**src/rtl/core/gft_pkg.sv**
```systemverilog
// Shared types, character codes and helper functions for the grammar file tokenizer.
// Used by gft_ctrl, gft_dpath and grammar_file_tokenizer_unit; depends on nothing.
package gft_pkg;

  // Lookahead store depth and default length cap
  localparam int LA_DEPTH              = 6;
  localparam int CNT_W                 = $clog2(LA_DEPTH + 1);
  localparam int MAX_TOKEN_LEN_DEFAULT = 255;
  localparam int BYTE_MAX              = 255;

  // Source characters that steer the scanner
  localparam logic [7:0] CH_SPACE  = 8'h20;
  localparam logic [7:0] CH_NL     = 8'h0A;
  localparam logic [7:0] CH_COLON  = 8'h3A;
  localparam logic [7:0] CH_LESS   = 8'h3C;
  localparam logic [7:0] CH_GREAT  = 8'h3E;
  localparam logic [7:0] CH_BAR    = 8'h7C;
  localparam logic [7:0] CH_SEMI   = 8'h3B;
  localparam logic [7:0] CH_LBRACE = 8'h7B;
  localparam logic [7:0] CH_RBRACE = 8'h7D;
  localparam logic [7:0] CH_AT     = 8'h40;
  localparam logic [7:0] CH_PCT    = 8'h25;
  localparam logic [7:0] CH_UNDER  = 8'h5F;
  localparam logic [7:0] CH_LC_A   = 8'h61;
  localparam logic [7:0] CH_LC_C   = 8'h63;
  localparam logic [7:0] CH_LC_D   = 8'h64;
  localparam logic [7:0] CH_LC_E   = 8'h65;
  localparam logic [7:0] CH_LC_I   = 8'h69;
  localparam logic [7:0] CH_LC_K   = 8'h6B;
  localparam logic [7:0] CH_LC_M   = 8'h6D;
  localparam logic [7:0] CH_LC_N   = 8'h6E;
  localparam logic [7:0] CH_LC_O   = 8'h6F;
  localparam logic [7:0] CH_LC_P   = 8'h70;
  localparam logic [7:0] CH_LC_R   = 8'h72;
  localparam logic [7:0] CH_LC_T   = 8'h74;
  localparam logic [7:0] CH_LC_U   = 8'h75;
  localparam logic [7:0] CH_LC_Y   = 8'h79;

  // Lookahead count at which the final keyword letter is checked
  localparam logic [CNT_W-1:0] PCT_CODE_LAST  = CNT_W'(3);
  localparam logic [CNT_W-1:0] PCT_UNION_LAST = CNT_W'(4);

  typedef enum logic [3:0] {
    KIND_IDENT   = 4'd0,
    KIND_BLOCK   = 4'd1,
    KIND_TOKKW   = 4'd2,
    KIND_TYPEKW  = 4'd3,
    KIND_PARAMKW = 4'd4,
    KIND_COLON   = 4'd5,
    KIND_LESS    = 4'd6,
    KIND_GREATER = 4'd7,
    KIND_BAR     = 4'd8,
    KIND_SEMI    = 4'd9,
    KIND_SIGN    = 4'd10,
    KIND_CODE    = 4'd11,
    KIND_UNION   = 4'd12,
    KIND_END     = 4'd13,
    KIND_UNKNOWN = 4'd14
  } kind_t;

  typedef enum logic [2:0] {
    MODE_IDLE  = 3'd0,
    MODE_IDENT = 3'd1,
    MODE_BLOCK = 3'd2,
    MODE_AT    = 3'd3,
    MODE_PCT   = 3'd4
  } mode_t;

  // At-word keyword matcher progress
  typedef enum logic [3:0] {
    KW_IDLE  = 4'd0,
    KW_AT    = 4'd1,
    KW_T     = 4'd2,
    KW_TO    = 4'd3,
    KW_TOK   = 4'd4,
    KW_TOKE  = 4'd5,
    KW_TOKEN = 4'd6,
    KW_TY    = 4'd7,
    KW_TYP   = 4'd8,
    KW_TYPE  = 4'd9,
    KW_P     = 4'd10,
    KW_PA    = 4'd11,
    KW_PAR   = 4'd12,
    KW_PARA  = 4'd13,
    KW_PARAM = 4'd14,
    KW_NONE  = 4'd15
  } kw_t;

  typedef enum logic [1:0] {
    ST_IDLE   = 2'd0,
    ST_CUR    = 2'd1,
    ST_REPLAY = 2'd2,
    ST_FLUSH  = 2'd3
  } ctl_state_t;

  typedef struct packed {
    logic [7:0] in_byte;
    logic       end_of_input;
  } in_item_t;

  typedef struct packed {
    logic       is_value_char;
    logic [7:0] value_char;
    logic       token_end;
    kind_t      token_kind;
    logic [7:0] token_length;
    logic       last_of_run;
  } out_item_t;

  // Controller to datapath
  typedef struct packed {
    logic accept;
    logic scan_cur;
    logic scan_replay;
    logic flush;
    logic finish;
  } dp_cmd_t;

  // Datapath to controller
  typedef struct packed {
    logic can_go;
    logic scan_consume;
    logic scan_replay;
    logic flush_end;
    logic flush_replay;
    logic replay_last;
    logic last_in;
  } dp_status_t;

  function automatic logic is_letter(input logic [7:0] c);
    return ((c >= 8'h61) && (c <= 8'h7A)) || ((c >= 8'h41) && (c <= 8'h5A));
  endfunction

  function automatic kw_t kw_next(input kw_t p, input logic [7:0] c);
    kw_t r;
    r = KW_NONE;
    unique case (p)
      KW_AT:   r = (c == CH_LC_T) ? KW_T : ((c == CH_LC_P) ? KW_P : KW_NONE);
      KW_T:    r = (c == CH_LC_O) ? KW_TO : ((c == CH_LC_Y) ? KW_TY : KW_NONE);
      KW_TO:   r = (c == CH_LC_K) ? KW_TOK : KW_NONE;
      KW_TOK:  r = (c == CH_LC_E) ? KW_TOKE : KW_NONE;
      KW_TOKE: r = (c == CH_LC_N) ? KW_TOKEN : KW_NONE;
      KW_TY:   r = (c == CH_LC_P) ? KW_TYP : KW_NONE;
      KW_TYP:  r = (c == CH_LC_E) ? KW_TYPE : KW_NONE;
      KW_P:    r = (c == CH_LC_A) ? KW_PA : KW_NONE;
      KW_PA:   r = (c == CH_LC_R) ? KW_PAR : KW_NONE;
      KW_PAR:  r = (c == CH_LC_A) ? KW_PARA : KW_NONE;
      KW_PARA: r = (c == CH_LC_M) ? KW_PARAM : KW_NONE;
      default: r = KW_NONE;
    endcase
    return r;
  endfunction

  // Class an at-word by the matcher's final progress
  function automatic kind_t at_kind(input kw_t p);
    kind_t k;
    unique case (p)
      KW_TOKEN: k = KIND_TOKKW;
      KW_TYPE:  k = KIND_TYPEKW;
      KW_PARAM: k = KIND_PARAMKW;
      default:  k = KIND_BLOCK;
    endcase
    return k;
  endfunction

  // Expected next letter after a percent sign: {valid, char}
  function automatic logic [8:0] pct_want(input logic is_code, input logic [CNT_W-1:0] n);
    logic [8:0] w;
    w = '0;
    if (is_code) begin
      unique case (n)
        CNT_W'(1): w = {1'b1, CH_LC_O};
        CNT_W'(2): w = {1'b1, CH_LC_D};
        CNT_W'(3): w = {1'b1, CH_LC_E};
        default:   w = '0;
      endcase
    end else begin
      unique case (n)
        CNT_W'(1): w = {1'b1, CH_LC_N};
        CNT_W'(2): w = {1'b1, CH_LC_I};
        CNT_W'(3): w = {1'b1, CH_LC_O};
        CNT_W'(4): w = {1'b1, CH_LC_N};
        default:   w = '0;
      endcase
    end
    return w;
  endfunction

  function automatic out_item_t rec_char(input logic [7:0] c);
    out_item_t r;
    r = '0;
    r.is_value_char = 1'b1;
    r.value_char    = c;
    r.token_kind    = KIND_IDENT;
    return r;
  endfunction

  function automatic out_item_t rec_end(input kind_t k, input logic [7:0] len);
    out_item_t r;
    r = '0;
    r.token_end    = 1'b1;
    r.token_kind   = k;
    r.token_length = len;
    return r;
  endfunction

endpackage

```
**src/rtl/core/gft_ctrl.sv**
```systemverilog
// Sequencing controller of the grammar file tokenizer: input acceptance,
// replay of lookahead bytes and end-of-input flush. Depends on gft_pkg.
module gft_ctrl import gft_pkg::*; (
  input  logic       clk,
  input  logic       rst,
  input  logic       byte_valid,
  output logic       byte_stall,
  input  dp_status_t status,
  output dp_cmd_t    cmd
);

  ctl_state_t state, state_next;
  logic       flushing, flushing_next;

  // State register
  always_ff @(posedge clk) begin
    if (rst) begin
      state    <= ST_IDLE;
      flushing <= 1'b0;
    end else begin
      state    <= state_next;
      flushing <= flushing_next;
    end
  end

  // Next state and commands
  always_comb begin
    state_next    = state;
    flushing_next = flushing;
    cmd           = '0;
    byte_stall    = (state != ST_IDLE);
    unique case (state)
      ST_IDLE: begin
        if (byte_valid) begin
          cmd.accept = 1'b1;
          state_next = ST_CUR;
        end
      end
      ST_CUR: begin
        if (status.can_go) begin
          cmd.scan_cur = 1'b1;
          if (status.scan_consume) begin
            if (status.last_in) begin
              state_next    = ST_FLUSH;
              flushing_next = 1'b1;
            end else begin
              state_next = ST_IDLE;
              cmd.finish = 1'b1;
            end
          end else if (status.scan_replay) begin
            state_next = ST_REPLAY;
          end
        end
      end
      ST_REPLAY: begin
        if (status.can_go) begin
          cmd.scan_replay = 1'b1;
          if (status.scan_consume && status.replay_last) begin
            state_next = flushing ? ST_FLUSH : ST_CUR;
          end
        end
      end
      ST_FLUSH: begin
        if (status.can_go) begin
          cmd.flush = 1'b1;
          if (status.flush_end) begin
            state_next    = ST_IDLE;
            flushing_next = 1'b0;
            cmd.finish    = 1'b1;
          end else if (status.flush_replay) begin
            state_next = ST_REPLAY;
          end
        end
      end
      default: begin
        state_next = ST_IDLE;
      end
    endcase
  end

endmodule

```
**src/rtl/core/gft_dpath.sv**
```systemverilog
// Datapath of the grammar file tokenizer: scan state, lookahead store,
// record generation and the pending/output registers. Depends on gft_pkg.
module gft_dpath import gft_pkg::*; #(
  parameter int MAX_TOKEN_LEN = MAX_TOKEN_LEN_DEFAULT
) (
  input  logic       clk,
  input  logic       rst,
  input  in_item_t   byte_item,
  input  dp_cmd_t    cmd,
  output dp_status_t status,
  output logic       tok_valid,
  input  logic       tok_stall,
  output out_item_t  tok_item
);

  localparam logic [7:0] LEN_CAP =
    8'((MAX_TOKEN_LEN < BYTE_MAX) ? MAX_TOKEN_LEN : BYTE_MAX);

  typedef struct packed {
    logic             emit;
    out_item_t        rec;
    logic             consume;
    logic             replay;
    logic             done;
    logic             wr;
    mode_t            mode;
    logic [7:0]       len;
    kw_t              kwp;
    logic [CNT_W-1:0] cnt;
    logic             halted;
    logic             is_code;
  } step_t;

  // Scan state
  mode_t            mode;
  logic [7:0]       len;
  kw_t              kwp;
  logic [CNT_W-1:0] cnt;
  logic             halted;
  logic             pct_is_code;
  logic [CNT_W-1:0] rep_left;
  logic [7:0]       la_store [LA_DEPTH];

  // Latched input item
  logic [7:0] cur_byte;
  logic       last_in;

  // One record held back until its successor or the end of the run is known
  logic      pend_valid;
  out_item_t pend;
  out_item_t rec_fin;

  logic       out_free, can_go, move_out, act_scan, act, emit_now;
  logic [7:0] b, len_inc;
  logic [8:0] want;
  step_t      s, f, u;

  assign b       = (rep_left != '0) ? la_store[0] : cur_byte;
  assign len_inc = (len < LEN_CAP) ? len + 8'd1 : len;
  assign want    = pct_want(pct_is_code, cnt);

  // Evaluate one scanned byte
  always_comb begin
    s         = '0;
    s.mode    = mode;
    s.len     = len;
    s.kwp     = kwp;
    s.cnt     = cnt;
    s.halted  = halted;
    s.is_code = pct_is_code;
    if (halted) begin
      s.consume = 1'b1;
    end else begin
      unique case (mode)
        MODE_IDENT: begin
          s.emit = 1'b1;
          if (is_letter(b) || (b == CH_UNDER)) begin
            s.rec     = rec_char(b);
            s.len     = len_inc;
            s.consume = 1'b1;
          end else begin
            s.rec  = rec_end(KIND_IDENT, len);
            s.mode = MODE_IDLE;
            s.len  = '0;
          end
        end
        MODE_BLOCK: begin
          s.emit    = 1'b1;
          s.consume = 1'b1;
          if (b == CH_RBRACE) begin
            s.rec  = rec_end(KIND_BLOCK, len);
            s.mode = MODE_IDLE;
            s.len  = '0;
          end else begin
            s.rec = rec_char(b);
            s.len = len_inc;
          end
        end
        MODE_AT: begin
          s.emit    = 1'b1;
          s.consume = 1'b1;
          if (b == CH_SPACE) begin
            s.rec  = rec_end(at_kind(kwp), len);
            s.mode = MODE_IDLE;
            s.len  = '0;
            s.kwp  = KW_IDLE;
          end else begin
            s.rec = rec_char(b);
            s.len = len_inc;
            s.kwp = kw_next(kwp, b);
          end
        end
        MODE_PCT: begin
          if (cnt == '0) begin
            if ((b == CH_LC_C) || (b == CH_LC_U)) begin
              s.wr      = 1'b1;
              s.is_code = (b == CH_LC_C);
              s.cnt     = CNT_W'(1);
              s.consume = 1'b1;
            end else begin
              // Lone sign; rescan this byte from idle
              s.emit = 1'b1;
              s.rec  = rec_end(KIND_SIGN, 8'd0);
              s.mode = MODE_IDLE;
            end
          end else if (want[8] && (b == want[7:0])) begin
            s.wr      = 1'b1;
            s.cnt     = cnt + CNT_W'(1);
            s.consume = 1'b1;
            if ((pct_is_code && (cnt == PCT_CODE_LAST)) ||
                (!pct_is_code && (cnt == PCT_UNION_LAST))) begin
              s.emit = 1'b1;
              s.rec  = rec_end(pct_is_code ? KIND_CODE : KIND_UNION, 8'd0);
              s.mode = MODE_IDLE;
              s.cnt  = '0;
            end
          end else begin
            // Mismatch: sign, then replay the buffered letters
            s.emit   = 1'b1;
            s.rec    = rec_end(KIND_SIGN, 8'd0);
            s.mode   = MODE_IDLE;
            s.cnt    = '0;
            s.replay = 1'b1;
          end
        end
        default: begin
          // Between tokens
          s.consume = 1'b1;
          if (is_letter(b)) begin
            s.emit = 1'b1;
            s.rec  = rec_char(b);
            s.mode = MODE_IDENT;
            s.len  = 8'd1;
          end else begin
            unique case (b)
              CH_SPACE, CH_NL: s.emit = 1'b0;
              CH_COLON: begin
                s.emit = 1'b1;
                s.rec  = rec_end(KIND_COLON, 8'd0);
              end
              CH_LESS: begin
                s.emit = 1'b1;
                s.rec  = rec_end(KIND_LESS, 8'd0);
              end
              CH_GREAT: begin
                s.emit = 1'b1;
                s.rec  = rec_end(KIND_GREATER, 8'd0);
              end
              CH_BAR: begin
                s.emit = 1'b1;
                s.rec  = rec_end(KIND_BAR, 8'd0);
              end
              CH_SEMI: begin
                s.emit = 1'b1;
                s.rec  = rec_end(KIND_SEMI, 8'd0);
              end
              CH_LBRACE: begin
                s.mode = MODE_BLOCK;
                s.len  = '0;
              end
              CH_AT: begin
                s.emit = 1'b1;
                s.rec  = rec_char(b);
                s.mode = MODE_AT;
                s.len  = 8'd1;
                s.kwp  = KW_AT;
              end
              CH_PCT: begin
                s.mode = MODE_PCT;
                s.cnt  = '0;
              end
              default: begin
                s.emit   = 1'b1;
                s.rec    = rec_end(KIND_UNKNOWN, 8'd0);
                s.halted = 1'b1;
              end
            endcase
          end
        end
      endcase
    end
  end

  // Evaluate one end-of-input flush step
  always_comb begin
    f         = '0;
    f.emit    = 1'b1;
    f.mode    = MODE_IDLE;
    f.len     = '0;
    f.kwp     = kwp;
    f.cnt     = cnt;
    f.halted  = halted;
    f.is_code = pct_is_code;
    if (halted) begin
      f.rec    = rec_end(KIND_END, 8'd0);
      f.done   = 1'b1;
      f.kwp    = KW_IDLE;
      f.cnt    = '0;
      f.halted = 1'b0;
    end else begin
      unique case (mode)
        MODE_PCT: begin
          f.rec    = rec_end(KIND_SIGN, 8'd0);
          f.cnt    = '0;
          f.replay = (cnt != '0);
        end
        MODE_IDENT: f.rec = rec_end(KIND_IDENT, len);
        MODE_BLOCK: f.rec = rec_end(KIND_BLOCK, len);
        MODE_AT: begin
          f.rec = rec_end(at_kind(kwp), len);
          f.kwp = KW_IDLE;
        end
        default: begin
          f.rec  = rec_end(KIND_END, 8'd0);
          f.done = 1'b1;
          f.kwp  = KW_IDLE;
          f.cnt  = '0;
        end
      endcase
    end
  end

  assign act_scan = cmd.scan_cur | cmd.scan_replay;
  assign act      = act_scan | cmd.flush;
  assign u        = cmd.flush ? f : s;
  assign emit_now = act & u.emit;

  // Mark the new record final when it ends the run
  always_comb begin
    rec_fin             = u.rec;
    rec_fin.last_of_run = cmd.finish;
  end

  assign out_free = !tok_valid || !tok_stall;
  assign can_go   = !pend_valid || out_free;
  assign move_out = pend_valid && out_free && (pend.last_of_run || emit_now);

  always_comb begin
    status              = '0;
    status.can_go       = can_go;
    status.scan_consume = s.consume;
    status.scan_replay  = s.replay;
    status.flush_end    = f.done;
    status.flush_replay = f.replay;
    status.replay_last  = (rep_left == CNT_W'(1));
    status.last_in      = last_in;
  end

  // Scan state and record registers
  always_ff @(posedge clk) begin
    if (rst) begin
      mode       <= MODE_IDLE;
      len        <= '0;
      kwp        <= KW_IDLE;
      cnt        <= '0;
      halted     <= 1'b0;
      rep_left   <= '0;
      pend_valid <= 1'b0;
      tok_valid  <= 1'b0;
    end else begin
      if (act) begin
        mode   <= u.mode;
        len    <= u.len;
        kwp    <= u.kwp;
        cnt    <= u.cnt;
        halted <= u.halted;
      end
      if (act && u.replay) begin
        rep_left <= cnt;
      end else if (cmd.scan_replay && s.consume) begin
        rep_left <= rep_left - CNT_W'(1);
      end
      // Hold back the newest record; mark it final at the end of the run
      if (emit_now) begin
        pend_valid <= 1'b1;
        pend       <= rec_fin;
      end else if (move_out) begin
        pend_valid <= 1'b0;
      end else if (cmd.finish && pend_valid) begin
        pend.last_of_run <= 1'b1;
      end
      if (move_out) begin
        tok_valid <= 1'b1;
        tok_item  <= pend;
      end else if (tok_valid && !tok_stall) begin
        tok_valid <= 1'b0;
      end
    end
  end

  // Payload registers
  always_ff @(posedge clk) begin
    if (cmd.accept) begin
      cur_byte <= byte_item.in_byte;
      last_in  <= byte_item.end_of_input;
    end
    if (act_scan) begin
      pct_is_code <= s.is_code;
    end
  end

  // Lookahead store: append after the sign, shift down while replaying
  always_ff @(posedge clk) begin
    if (act_scan && s.wr) begin
      la_store[cnt] <= b;
    end else if (cmd.scan_replay && s.consume) begin
      for (int i = 0; i < LA_DEPTH - 1; i++) begin
        la_store[i] <= la_store[i+1];
      end
    end
  end

endmodule

```
**src/rtl/core/grammar_file_tokenizer_unit.sv**
```systemverilog
// Grammar file tokenizer: streaming scanner from source bytes to token records.
// Channels: byte_* carries one source byte with an end flag per item; tok_*
// carries one record per item (a value character or a token-end record with
// kind and saturated length), last_of_run marking the final record of a byte.
// Both channels use valid/stall; an item moves when valid is high and stall low.
// Flow: a byte is taken while the controller is idle and then scanned in the
// ST_CUR state. A byte that closes an identifier or follows a lone percent sign
// is scanned again from idle; a failed percent-keyword lookahead replays each
// buffered byte (up to four) through the scanner. The end flag adds a flush
// step per closing record, the end record included. The single scan unit
// handles one byte a cycle while no held-back record blocks it, and takes no
// new byte until the current one is finished. The last record of a byte
// appears once the scan of that byte has finished.
// Reset: synchronous, active high; returns to idle between tokens, no record
// pending. A stalled output holds its record; the scanner then waits while a
// record is held back behind it, and byte_stall stays high until the item ends.
// Depends on gft_pkg, gft_ctrl and gft_dpath.
module grammar_file_tokenizer_unit import gft_pkg::*; #(
  parameter int MAX_TOKEN_LEN = MAX_TOKEN_LEN_DEFAULT
) (
  input  logic      clk,
  input  logic      rst,
  input  logic      byte_valid,
  output logic      byte_stall,
  input  in_item_t  byte_item,
  output logic      tok_valid,
  input  logic      tok_stall,
  output out_item_t tok_item
);

  dp_cmd_t    cmd;
  dp_status_t status;

  // Sequencer
  gft_ctrl u_ctrl (
    .clk        (clk),
    .rst        (rst),
    .byte_valid (byte_valid),
    .byte_stall (byte_stall),
    .status     (status),
    .cmd        (cmd)
  );

  // Scanner and output registers
  gft_dpath #(
    .MAX_TOKEN_LEN (MAX_TOKEN_LEN)
  ) u_dpath (
    .clk       (clk),
    .rst       (rst),
    .byte_item (byte_item),
    .cmd       (cmd),
    .status    (status),
    .tok_valid (tok_valid),
    .tok_stall (tok_stall),
    .tok_item  (tok_item)
  );

endmodule

```
**config.mk**
```make
export PLATFORM = sky130hd
export DESIGN_NAME = grammar_file_tokenizer_unit
export DESIGN_NICKNAME = d
export VERILOG_FILES = /design/src/rtl/core/gft_pkg.sv /design/src/rtl/core/gft_ctrl.sv /design/src/rtl/core/gft_dpath.sv /design/src/rtl/core/grammar_file_tokenizer_unit.sv
export SDC_FILE = /design/constraint.sdc
export NUM_CORES = 1
export LEC_CHECK = 0
export BUFFER_PORTS_ARGS = -buffer_cell sky130_fd_sc_hd__buf_2
export CAP_MARGIN = 5
export CORE_AREA = 3 3 125 127
export DETAILED_ROUTE_END_ITERATION = 10
export DIE_AREA = 0 0 128 130
export PLACE_DENSITY = 0.78
export SYNTH_ARGS = -nofsm -noshare
export SYNTH_HDL_FRONTEND = slang
export SYNTH_SLANG_ARGS = --single-unit
```
**constraint.sdc**
```tcl
create_clock -name clk -period 9.42 [get_ports clk]
set_clock_uncertainty 0.1 [all_clocks]
set_input_delay 0.942 -clock clk [delete_from_list [all_inputs] [get_ports clk]]
set_output_delay 0.942 -clock clk [all_outputs]
set_load 0.005 [all_outputs]
```
==> flow_summary.json, run 1 <==
{
  "drt-pass1-iter-count": 6,
  "start_util": 0.509,
  "max-cap-violations": 0,
  "netlist_top_cells_area": "edfxtp_1 42%, dfxtp_1 7.3%, mux2_4 6.1%",
  "grt_pass1_wl_mm": 28.0,
  "seq_area_sq_mm": 0.00366,
  "port_buffers": 37,
  "place_congestion": 0.983,
  "status": "completed",
  "drc": 0,
  "yosysWarnings": 0,
  "post-route-util": 0.568,
  "wl_mm": 17.7,
  "synth_top_cell_by_area": "edfxtp_1",
  "wl_per_cell_um": 19.5,
  "synth_ff_type": "edfxtp_1",
  "syn_avg_cell_area_sq_um": 10.8,
  "p_per_area_mw_per_mm2": 277,
  "antenna_found_initial": 0,
  "worstSetupPathType": "flip-flop to flip-flop",
  "p_leak_nw": 2.89,
  "syn_to_final_growth_pct": 11.6,
  "slew_headroom": 0.246,
  "postCtsSetupRepairBufs": 0,
  "io_pins": 38,
  "final_common_cell": "edfxtp_1",
  "die_x_um": 128,
  "dp_hpwl_mm": 12.6,
  "root_buffer": "clkbuf_16",
  "stdcell_count": 907,
  "synth_async_sr_flop_share": 0,
  "grt_max_degree": 46,
  "syn_nets": 705,
  "synthCells": 683,
  "diodes": 0,
  "cts_buffer_depth": 2,
  "timing.final.crit_period_ns": 5.08,
  "path_clk_slew_ns": 0.06,
  "drive_above_1_share": 0.177,
  "synth.ff_latch_count": 131,
  "place_ws_ns": 4.36,
  "die_y_um": 130,
  "fin_crit_sh": 0.539,
  "yosysSeqAreaShare": 0.496,
  "multi_input_area_sq_mm": 0.00341,
  "crit_required_ns": 9.34,
  "cts_tree": "yes",
  "hold_class": "flip-flop to flip-flop",
  "post_synth_num_cell_types": 80,
  "rows": 44,
  "clock_latency_ns": 0.43,
  "design.die.area_sq_mm": 0.0166,
  "critPathArrivalTime_ns": 5.00,
  "netlist_area_sq_mm": 0.00739,
  "hold_buffers": 0,
  "vias_per_cell": 6.33,
  "endpoint_kind": "flip-flop",
  "cts_made_buffers": 17,
  "fmax_ghz": 0.197,
  "cts_resized": 0,
  "holdWs_ns": 0.317,
  "clock_sinks": 131,
  "max-vdd-ir-drop_mv": 0.171,
  "final_antenna_net_count": 0,
  "worst_pin_slew_ns": 1.12,
  "tns_ns": 0,
  "synth.top_cell.area_share": 0.423,
  "num-fill-cells": 1225,
  "place_inst": 874,
  "synth_edf_count": 104,
  "setup-violations-final": 0,
  "final_nets": 732,
  "maxSlewViolCount": 0,
  "grt_usage": 0.213,
  "core-area_sq_mm": 0.0145,
  "mostFrequentLayoutCells": "104 x edfxtp_1, 48 x nand2_1, 41 x nor2_1, 38 x buf_2, 33 x a21oi_1",
  "fin_ws_ns": 4.34,
  "vias": 5740,
  "cp-start-kind": "flip-flop",
  "grt-ovfl-total": 0,
  "crit_fanout": 45,
  "h-tree-depth": 4,
  "fin_area_sq_mm": 0.00825,
  "drt_iter0_drc": 583,
  "grt_pass1_vias": 5456,
  "finalPower_mw": 2.28,
  "place_area_sq_mm": 0.00765,
  "rsz0062_at_grt": "false",
  "finalHoldViolations": 0
}
==> synthesized netlist by cell type (4+ instances only) <==
cell type,n
nand3_1,21
dfxtp_1,27
mux2_2,6
mux2i_1,11
nand2_1,48
o41ai_1,4
a32oi_1,4
o22ai_1,5
and3_1,11
edfxtp_1,104
mux2_4,30
and2_1,16
nor4_1,10
ha_1,9
a31oi_1,7
or2_2,6
clkbuf_1,26
nand3b_1,5
nor2b_1,13
xnor2_1,4
nand4_1,10
nor3_1,22
nor3b_1,5
a21oi_1,34
nor2_1,42
o31ai_1,10
nor4b_1,4
o21ai_0,30
a211oi_1,12
o21a_1,4
o211ai_1,12
inv_1,32
mux2_1,5
a21o_1,6
o32ai_1,4
nand2b_1,6
or3_1,6
==> state kept, by name, indices dropped and copies added, names as in the netlist, named ones only <==
signal,cells
u_ctrl.flushing,1
u_ctrl.state,2
u_dpath.cnt,3
u_dpath.cur_byte,8
u_dpath.halted,1
u_dpath.kwp,4
u_dpath.la_store,48
u_dpath.last_in,1
u_dpath.len,8
u_dpath.mode,3
u_dpath.pend,23
u_dpath.pend_valid,1
u_dpath.rep_left,3
u_dpath.tok_item,23
u_dpath.tok_valid,1
==> power breakdown <==
group          leakage, nW  switching, mW  internal [mW]
Combinational         1.44          0.455          0.311
Clock                0.270          0.249          0.404
Sequential            1.18         0.0668          0.795
Total                 2.89          0.771           1.51
==> worst paths after layout <==
kind / from / to / slack [ns] / depth (start not counted)
max reg2reg: u_dpath.rep_left[0]$_SDFFE_PP0P_ / u_dpath.la_store[1][2]$_DFFE_PP_ / 4.34 / 13
min: u_dpath.pend[11]$_DFFE_PP_ / u_dpath.tok_item[11]$_DFFE_PP_ / 0.32 / 0
min reg2reg: u_dpath.pend[11]$_DFFE_PP_ / u_dpath.tok_item[11]$_DFFE_PP_ / 0.32 / 0
max: u_dpath.rep_left[0]$_SDFFE_PP0P_ / u_dpath.la_store[1][2]$_DFFE_PP_ / 4.34 / 13
==> critical path, stage by stage (launching register included) <==
cell and delay [ns]:
dfxtp_1 0.31, inv_1 0.09, ha_1 0.17, ha_1 0.18
buf_4 0.33, mux2i_4 0.42, inv_2 0.16, a211oi_4 0.38
o211ai_1 0.17, or4b_1 0.73, o21a_1 0.28, o211ai_4 0.15
buf_4 0.58, o21ai_0 0.60
==> final cells by class <==
class                   instances  share of cell area
well taps                     184              0.0279
repair buffers                 43              0.0276
clock buffers                  21              0.0558
flip-flops and latches        131               0.444
clock inverters                11              0.0155
multi-input cells             482               0.413
inverters                      35              0.0159
==> kinds of logic (layout without fill, tap and decap cells) <==
| kind of cell | Yosys count | after routing | synth area share |
|---|---|---|---|
| AND/OR/NAND/NOR | 239 | 239 | 0.174 |
| XOR/XNOR | 5 | 5 | 0.00592 |
| adder cells (fa/ha/maj) | 10 | 10 | 0.0166 |
| flip-flops | 131 | 131 | 0.496 |
| buffers and inverters | 70 | 110 | 0.0447 |
| multiplexers | 53 | 53 | 0.0956 |
| AO/OA/AOI/OAI | 175 | 175 | 0.168 |
==> layer usage <==
metal,GRT usage,vias up,routed length [um],share of wire
li1,-,2683,-,-
met1,0.269,2783,7450,0.42
met2,0.355,239,8700,0.49
met3,0.0577,35,1180,0.067
met4,0.0718,0,355,0.020
met5,0,-,0,0
(Power assumes the default switching activity.)
==> run 2: changes to the inputs <==
--- a/config.mk
+++ b/config.mk
@@ -5,12 +5,13 @@
 export SDC_FILE = /design/constraint.sdc
 export NUM_CORES = 1
 export LEC_CHECK = 0
+export ABC_AREA = 1
 export BUFFER_PORTS_ARGS = -buffer_cell sky130_fd_sc_hd__buf_2
 export CAP_MARGIN = 5
-export CORE_AREA = 3 3 125 127
+export CORE_AREA = 3 3 121 123
 export DETAILED_ROUTE_END_ITERATION = 10
-export DIE_AREA = 0 0 128 130
-export PLACE_DENSITY = 0.78
+export DIE_AREA = 0 0 124 126
+export PLACE_DENSITY = 0.81
 export SYNTH_ARGS = -nofsm -noshare
 export SYNTH_HDL_FRONTEND = slang
 export SYNTH_SLANG_ARGS = --single-unit
==> constraint.sdc (replaced) <==
create_clock -name clk -period 4.14 [get_ports clk]
set_clock_uncertainty 0.1 [all_clocks]
set_input_delay 0.414 -clock clk [delete_from_list [all_inputs] [get_ports clk]]
set_output_delay 0.414 -clock clk [all_outputs]
set_load 0.005 [all_outputs]
==> run 2 against run 1 <==
Net effect: hold slack worse by 0.26 ns; via count is 1.9% higher; die area is 6.1% lower; synthesized cell count is 21% higher; routed wire length is 4.5% lower.
==> flow_summary.json, run 2 <==
{
  "place_ws_ns": 0.118,
  "start_util": 0.506,
  "dp_hpwl_mm": 12.6,
  "rows": 43,
  "final_nets": 900,
  "synth_edf_count": 104,
  "stdcell_count": 1071,
  "yosysSeqAreaShare": 0.526,
  "root_buffer": "clkbuf_16",
  "wl_per_cell_um": 15.8,
  "fin_ws_ns": 0.360,
  "max-vdd-ir-drop_mv": 0.413,
  "holdWs_ns": 0.0609,
  "timing.rr.start": "u_dpath.rep_left[0]$_SDFFE_PP0P_",
  "grt_max_degree": 43,
  "synth_simple_gate_area_frac": 0.282,
  "drive_above_1_share": 0.141,
  "drt_iter0_drc": 565,
  "die_x_um": 124,
  "synth.ff_latch_count": 131,
  "syn_nets": 850,
  "worstPathCellList": "inv_1, ha_1, ha_1, inv_2, nand2_1, nand2_2, nor2_1, nand2_2, inv_2, nand2_1, nand2_4, a21oi_1, nand2_1, nand3_1, nand2_1, inv_1, nand2_1, inv_1",
  "hold_depth": 1,
  "largest_register_ff_count": 48,
  "reg2reg_depth": 18,
  "yosysWarnings": 0,
  "worstSetupPathType": "flip-flop to flip-flop",
  "crit_required_ns": 4.09,
  "synth_fa_ha_area_frac": 0.0162,
  "seqPwrFrac": 0.346,
  "fmax_ghz": 0.265,
  "synth_top_family_by_area": "simple AND/OR/NAND/NOR gates",
  "cts_resized": 0,
  "p_leak_nw": 3.37,
  "finalPower_mw": 6.10,
  "finalHoldViolations": 0,
  "p_switching_mw": 2.57,
  "synthCells": 828,
  "grt_pass1_wl_mm": 27.5,
  "fin_crit_sh": 0.913,
  "cp-start-kind": "flip-flop",
  "die_y_um": 126,
  "diodes": 0,
  "h-tree-depth": 4,
  "cts_made_buffers": 17,
  "crit_family": "simple AND/OR/NAND/NOR gates",
  "swShare": 0.422,
  "clock_sinks": 131,
  "fin_area_sq_mm": 0.00794,
  "synth_top_cell_by_area": "edfxtp_1",
  "r2r_end": "u_dpath.pend[21]$_SDFFCE_PP0P_",
  "drt-pass1-iter-count": 5,
  "post-route-util": 0.576,
  "netlist_top_cells_area": "edfxtp_1 45%, nand2_1 11%, dfxtp_1 7.8%",
  "post_synth_num_cell_types": 40,
  "min-delay-start": "byte_item[0]",
  "timing.final.crit_period_ns": 3.78,
  "slew_headroom": 0.418,
  "yosysMostFrequentCell": "nand2_1",
  "wl_mm": 16.9,
  "critPathMaxStageDelay_ns": 0.66,
  "critical-path-slowest-cell": "inv_1",
  "regMostFlops": "u_dpath.la_store",
  "hold_class": "primary input to flip-flop",
  "crit_buf_inv": 5,
  "pwr-share-clk": 0.232,
  "drc": 0,
  "synth_ff_type": "edfxtp_1",
  "pwr-share-comb": 0.422,
  "setup-violations-final": 0,
  "antenna_found_initial": 0,
  "critPathMostFrequentCell": "nand2_1",
  "synth_compound_area_frac": 0.103,
  "final_common_cell": "nand2_1",
  "mostFrequentLayoutCells": "208 x nand2_1, 104 x edfxtp_1, 103 x inv_1, 89 x nor2_1, 84 x nand3_1",
  "syn_avg_cell_area_sq_um": 8.42,
  "critPathArrivalTime_ns": 3.73,
  "hold_buffers": 0,
  "reg_top3": "u_dpath.la_store (48), u_dpath.pend (23), u_dpath.tok_item (23)",
  "grt-ovfl-total": 0,
  "vias_per_cell": 5.46,
  "p_int_mw": 3.53,
  "place_congestion": 0.976,
  "endpoint_kind": "flip-flop",
  "io_pins": 38,
  "place_inst": 1039,
  "regToRegSetupSlack_ns": 0.36,
  "synthTopCellsByCount": "208 x nand2_1, 104 x edfxtp_1, 103 x inv_1, 90 x nor2_1, 84 x nand3_1",
  "synth.area.mux_share": 0,
  "clock_latency_ns": 0.42,
  "grt_usage": 0.228,
  "grt_pass1_vias": 5537,
  "maxSlewViolCount": 0,
  "path_clk_slew_ns": 0.06,
  "design.die.area_sq_mm": 0.0156,
  "p_per_area_mw_per_mm2": 768,
  "vias": 5851,
  "cts_tree": "yes",
  "core-area_sq_mm": 0.0138,
  "tns_ns": 0,
  "max-cap-violations": 0,
  "worst_pin_slew_ns": 0.873,
  "rsz0062_at_grt": "false",
  "final_antenna_net_count": 0,
  "port_buffers": 37,
  "synth_async_sr_flop_share": 0,
  "status": "completed",
  "postCtsSetupRepairBufs": 0,
  "syn_to_final_growth_pct": 13.9,
  "netlist_area_sq_mm": 0.00697,
  "synth_xor_area_frac": 0,
  "place_area_sq_mm": 0.00737,
  "synth.top_cell.area_share": 0.448,
  "cts_buffer_depth": 2,
  "crit_fanout": 22,
  "min_to": "u_dpath.last_in$_DFFE_PP_"
}
==> run 2: final cells by class <==
cell class	instances	area, sq um
Fill cell	1236	5840
Sequential cell	131	3660
Multi-Input combinational cell	567	2800
Inverter	114	428
Clock buffer	17	425
Timing Repair Buffer	47	260
Tap cell	180	225
Clock inverter	15	133
==> run 2: kinds of logic (layout without fill, tap and decap cells) <==
group                      count (synthesis)  in the layout
buffers and inverters                    130            193
DFF                                      131            131
AOI/OAI and AO/OA                        115            115
and+or+nand+nor                          443            443
adders and majority gates                  9              9
==> run 2: worst max path at each step <==
stage,startpoint,endpoint,slack (ns),depth (start not counted)
2_1_floorplan,u_dpath.rep_left[0]$_SDFFE_PP0P_,u_dpath.tok_item[0]$_DFFE_PP_,0.55,17
3_3_place_gp,u_dpath.rep_left[0]$_SDFFE_PP0P_,u_dpath.tok_item[17]$_DFFE_PP_,0.28,18
3_5_place_dp,u_dpath.rep_left[0]$_SDFFE_PP0P_,u_dpath.tok_item[16]$_DFFE_PP_,0.12,18
4_1_cts,u_dpath.rep_left[0]$_SDFFE_PP0P_,u_dpath.tok_item[11]$_DFFE_PP_,0.09,18
5_1_grt,u_dpath.rep_left[0]$_SDFFE_PP0P_,u_dpath.pend[18]$_SDFFCE_PP0P_,0.06,19
6_report,u_dpath.rep_left[0]$_SDFFE_PP0P_,u_dpath.pend[21]$_SDFFCE_PP0P_,0.36,18
==> run 2: power groups by stage <==
stage	clock network, mW	registers [mW]	logic [mW]
5_1_grt	1.49	2.14	2.91
3_3_place_gp	0	2.12	2.50
3_5_place_dp	0	2.13	2.54
6_report	1.41	2.11	2.57
4_1_cts	1.44	2.11	2.56
2_1_floorplan	0	2.09	1.87
==> run 2: per-layer routing <==
metal  vias up  GRT usage  share of wire
met5         -          0              0
met4         0     0.0921          0.024
met3        39     0.0570          0.071
met2       237      0.349           0.46
met1      2679      0.311           0.45
li1       2896          -              -
==> run 3: changes to the inputs <==
--- a/config.mk
+++ b/config.mk
@@ -11,7 +11,7 @@
 export CORE_AREA = 3 3 121 123
 export DETAILED_ROUTE_END_ITERATION = 10
 export DIE_AREA = 0 0 124 126
-export PLACE_DENSITY = 0.81
+export PLACE_DENSITY = 0.7
 export SYNTH_ARGS = -nofsm -noshare
 export SYNTH_HDL_FRONTEND = slang
 export SYNTH_SLANG_ARGS = --single-unit
==> run 3 against run 2 <==
Net effect: non-clock buffer count down 4; setup slack worse by 0.068 ns; routed wire length up 2.5%; largest cell class unchanged; fmax down 1.8%.
==> flow_summary.json, run 3 (synthesized netlist as in run 2, its figures left out) <==
{
  "worstSetupPathType": "flip-flop to flip-flop",
  "cts_buffer_depth": 2,
  "endpoint_kind": "flip-flop",
  "maxSlewViolCount": 0,
  "cts_made_buffers": 17,
  "slew_headroom": 0.452,
  "die_y_um": 126,
  "num-fill-cells": 1271,
  "hold_buffers": 0,
  "crit_buf_inv": 2,
  "port_buffers": 37,
  "status": "completed",
  "hold_class": "primary input to flip-flop",
  "drc": 0,
  "cts_tree": "yes",
  "place_ws_ns": 0.231,
  "reg_top3": "u_dpath.la_store (48), u_dpath.pend (23), u_dpath.tok_item (23)",
  "fmax_ghz": 0.260,
  "post-route-util": 0.576,
  "pwr-share-comb": 0.424,
  "p_int_mw": 3.56,
  "timing.rr.start": "u_dpath.rep_left[0]$_SDFFE_PP0P_",
  "drt_iter0_drc": 658,
  "reg2reg_depth": 16,
  "design.die.area_sq_mm": 0.0156,
  "drive_above_1_share": 0.135,
  "place_congestion": 1.01,
  "critPathMaxStageDelay_ns": 0.54,
  "min_to": "u_dpath.cur_byte[5]$_DFFE_PP_",
  "seqPwrFrac": 0.342,
  "rsz0062_at_grt": "false",
  "grt-ovfl-total": 0,
  "max-cap-violations": 0,
  "fin_crit_sh": 0.929,
  "grt_max_degree": 43,
  "place_inst": 1035,
  "stdcell_count": 1067,
  "final_nets": 896,
  "grt_pass1_wl_mm": 28.1,
  "regMostFlops": "u_dpath.la_store",
  "vias_per_cell": 5.51,
  "h-tree-depth": 4,
  "crit_fanout": 13,
  "p_leak_nw": 3.36,
  "grt_usage": 0.235,
  "core-area_sq_mm": 0.0138,
  "crit_family": "simple AND/OR/NAND/NOR gates",
  "critPathMostFrequentCell": "nand2_2",
  "tns_ns": 0,
  "io_pins": 38,
  "grt_pass1_vias": 5349,
  "final_antenna_net_count": 0,
  "regToRegSetupSlack_ns": 0.29,
  "root_buffer": "clkbuf_16",
  "vias": 5878,
  "syn_to_final_growth_pct": 13.8,
  "wl_mm": 17.3,
  "final_common_cell": "nand2_1",
  "max-vdd-ir-drop_mv": 0.367,
  "timing.final.crit_period_ns": 3.85,
  "clock_latency_ns": 0.43,
  "finalPower_mw": 6.15,
  "finalHoldViolations": 0,
  "pwr-share-clk": 0.234,
  "crit_required_ns": 4.09,
  "die_x_um": 124,
  "worst_pin_slew_ns": 0.819,
  "setup-violations-final": 0,
  "antenna_found_initial": 0,
  "drt-pass1-iter-count": 7,
  "mostFrequentLayoutCells": "208 x nand2_1, 104 x edfxtp_1, 103 x inv_1, 89 x nor2_1, 84 x nand3_1",
  "fin_ws_ns": 0.292,
  "p_switching_mw": 2.59,
  "hold_depth": 1,
  "swShare": 0.422,
  "worstPathCellList": "inv_1, ha_1, ha_1, inv_2, nand2_1, nand2_2, nand2_1, nor2_1, nand4_1, nand2_1, nand2_2, nand2_2, nor2_8, nor2_8, nand2_2, o21ai_1",
  "largest_register_ff_count": 48,
  "critical-path-slowest-cell": "o21ai_1",
  "cp-start-kind": "flip-flop",
  "min-delay-start": "byte_item[6]",
  "path_clk_slew_ns": 0.06,
  "p_per_area_mw_per_mm2": 776,
  "critPathArrivalTime_ns": 3.79,
  "wl_per_cell_um": 16.2,
  "r2r_end": "u_dpath.la_store[4][6]$_DFFE_PP_",
  "dp_hpwl_mm": 13.0,
  "rows": 43,
  "diodes": 0,
  "start_util": 0.506,
  "clock_sinks": 131
}
[run 3: how the worst max path moves through the flow]
stage                                       endpoint                             start  cells after the start  slack [ns]
floorplan              u_dpath.tok_item[0]$_DFFE_PP_  u_dpath.rep_left[0]$_SDFFE_PP0P_                     17        0.55
global placement    u_dpath.la_store[3][5]$_DFFE_PP_  u_dpath.rep_left[0]$_SDFFE_PP0P_                     15        0.36
detailed placement  u_dpath.la_store[3][3]$_DFFE_PP_  u_dpath.rep_left[0]$_SDFFE_PP0P_                     15        0.23
CTS                 u_dpath.la_store[3][0]$_DFFE_PP_  u_dpath.rep_left[0]$_SDFFE_PP0P_                     15        0.19
global route        u_dpath.la_store[2][4]$_DFFE_PP_  u_dpath.rep_left[0]$_SDFFE_PP0P_                     17        0.04
finish              u_dpath.la_store[4][6]$_DFFE_PP_  u_dpath.rep_left[0]$_SDFFE_PP0P_                     16        0.29
[run 3: repair_timing]
item	4_1_cts	5_1_grt
gates resized for setup	0	3
buffers inserted	0	0
setup endpoints to repair	0	24
[run 3: area by class of cell]
cell class,count,area (sq um),share of cell area
sequential,131,3660,0.462
multi-input combinational,567,2810,0.355
clock buffer,19,433,0.0546
inverter,114,428,0.0540
timing repair buffer,43,230,0.0290
tap,180,225,0.0284
clock inverter,13,135,0.0170
[run 3: metrics by stage]
| stage | instance area, sq um | hold WS, ns |
|---|---|---|
| finish | 7930 | 0.0603 |
| global route | 7930 | 0.0534 |
| CTS | 7910 | 0.0426 |
| detailed placement | 7340 | 0.305 |
| global placement | 7340 | 0.301 |
| floorplan | 6970 | 0.300 |
[run 3: worst register-to-register path, cell delays in order, from the launching register on]
cell,delay (ns)
dfxtp_1,0.33
inv_1,0.06
ha_1,0.19
ha_1,0.36
inv_2,0.20
nand2_1,0.09
nand2_2,0.19
nand2_1,0.14
nor2_1,0.24
nand4_1,0.18
nand2_1,0.14
nand2_2,0.10
nand2_2,0.19
nor2_8,0.08
nor2_8,0.09
nand2_2,0.23
o21ai_1,0.54
[run 3: power by group through the flow]
stage | Combinational (mW) | Clock [mW] | Sequential [mW]
after global placement | 2.55 | 0 | 2.12
final | 2.61 | 1.44 | 2.11
after floorplan | 1.87 | 0 | 2.09
after detailed placement | 2.56 | 0 | 2.13
after global routing | 2.95 | 1.52 | 2.14
after CTS | 2.58 | 1.46 | 2.11
[run 3: per-layer routing]
| layer | global-route usage | share of wire | vias up | routed length, um |
|---|---|---|---|---|
| li1 | - | - | 2889 | - |
| met1 | 0.355 | 0.46 | 2724 | 8000 |
| met2 | 0.335 | 0.45 | 241 | 7740 |
| met3 | 0.0539 | 0.072 | 24 | 1240 |
| met4 | 0.0735 | 0.018 | 0 | 311 |
| met5 | 0 | 0 | - | 0 |
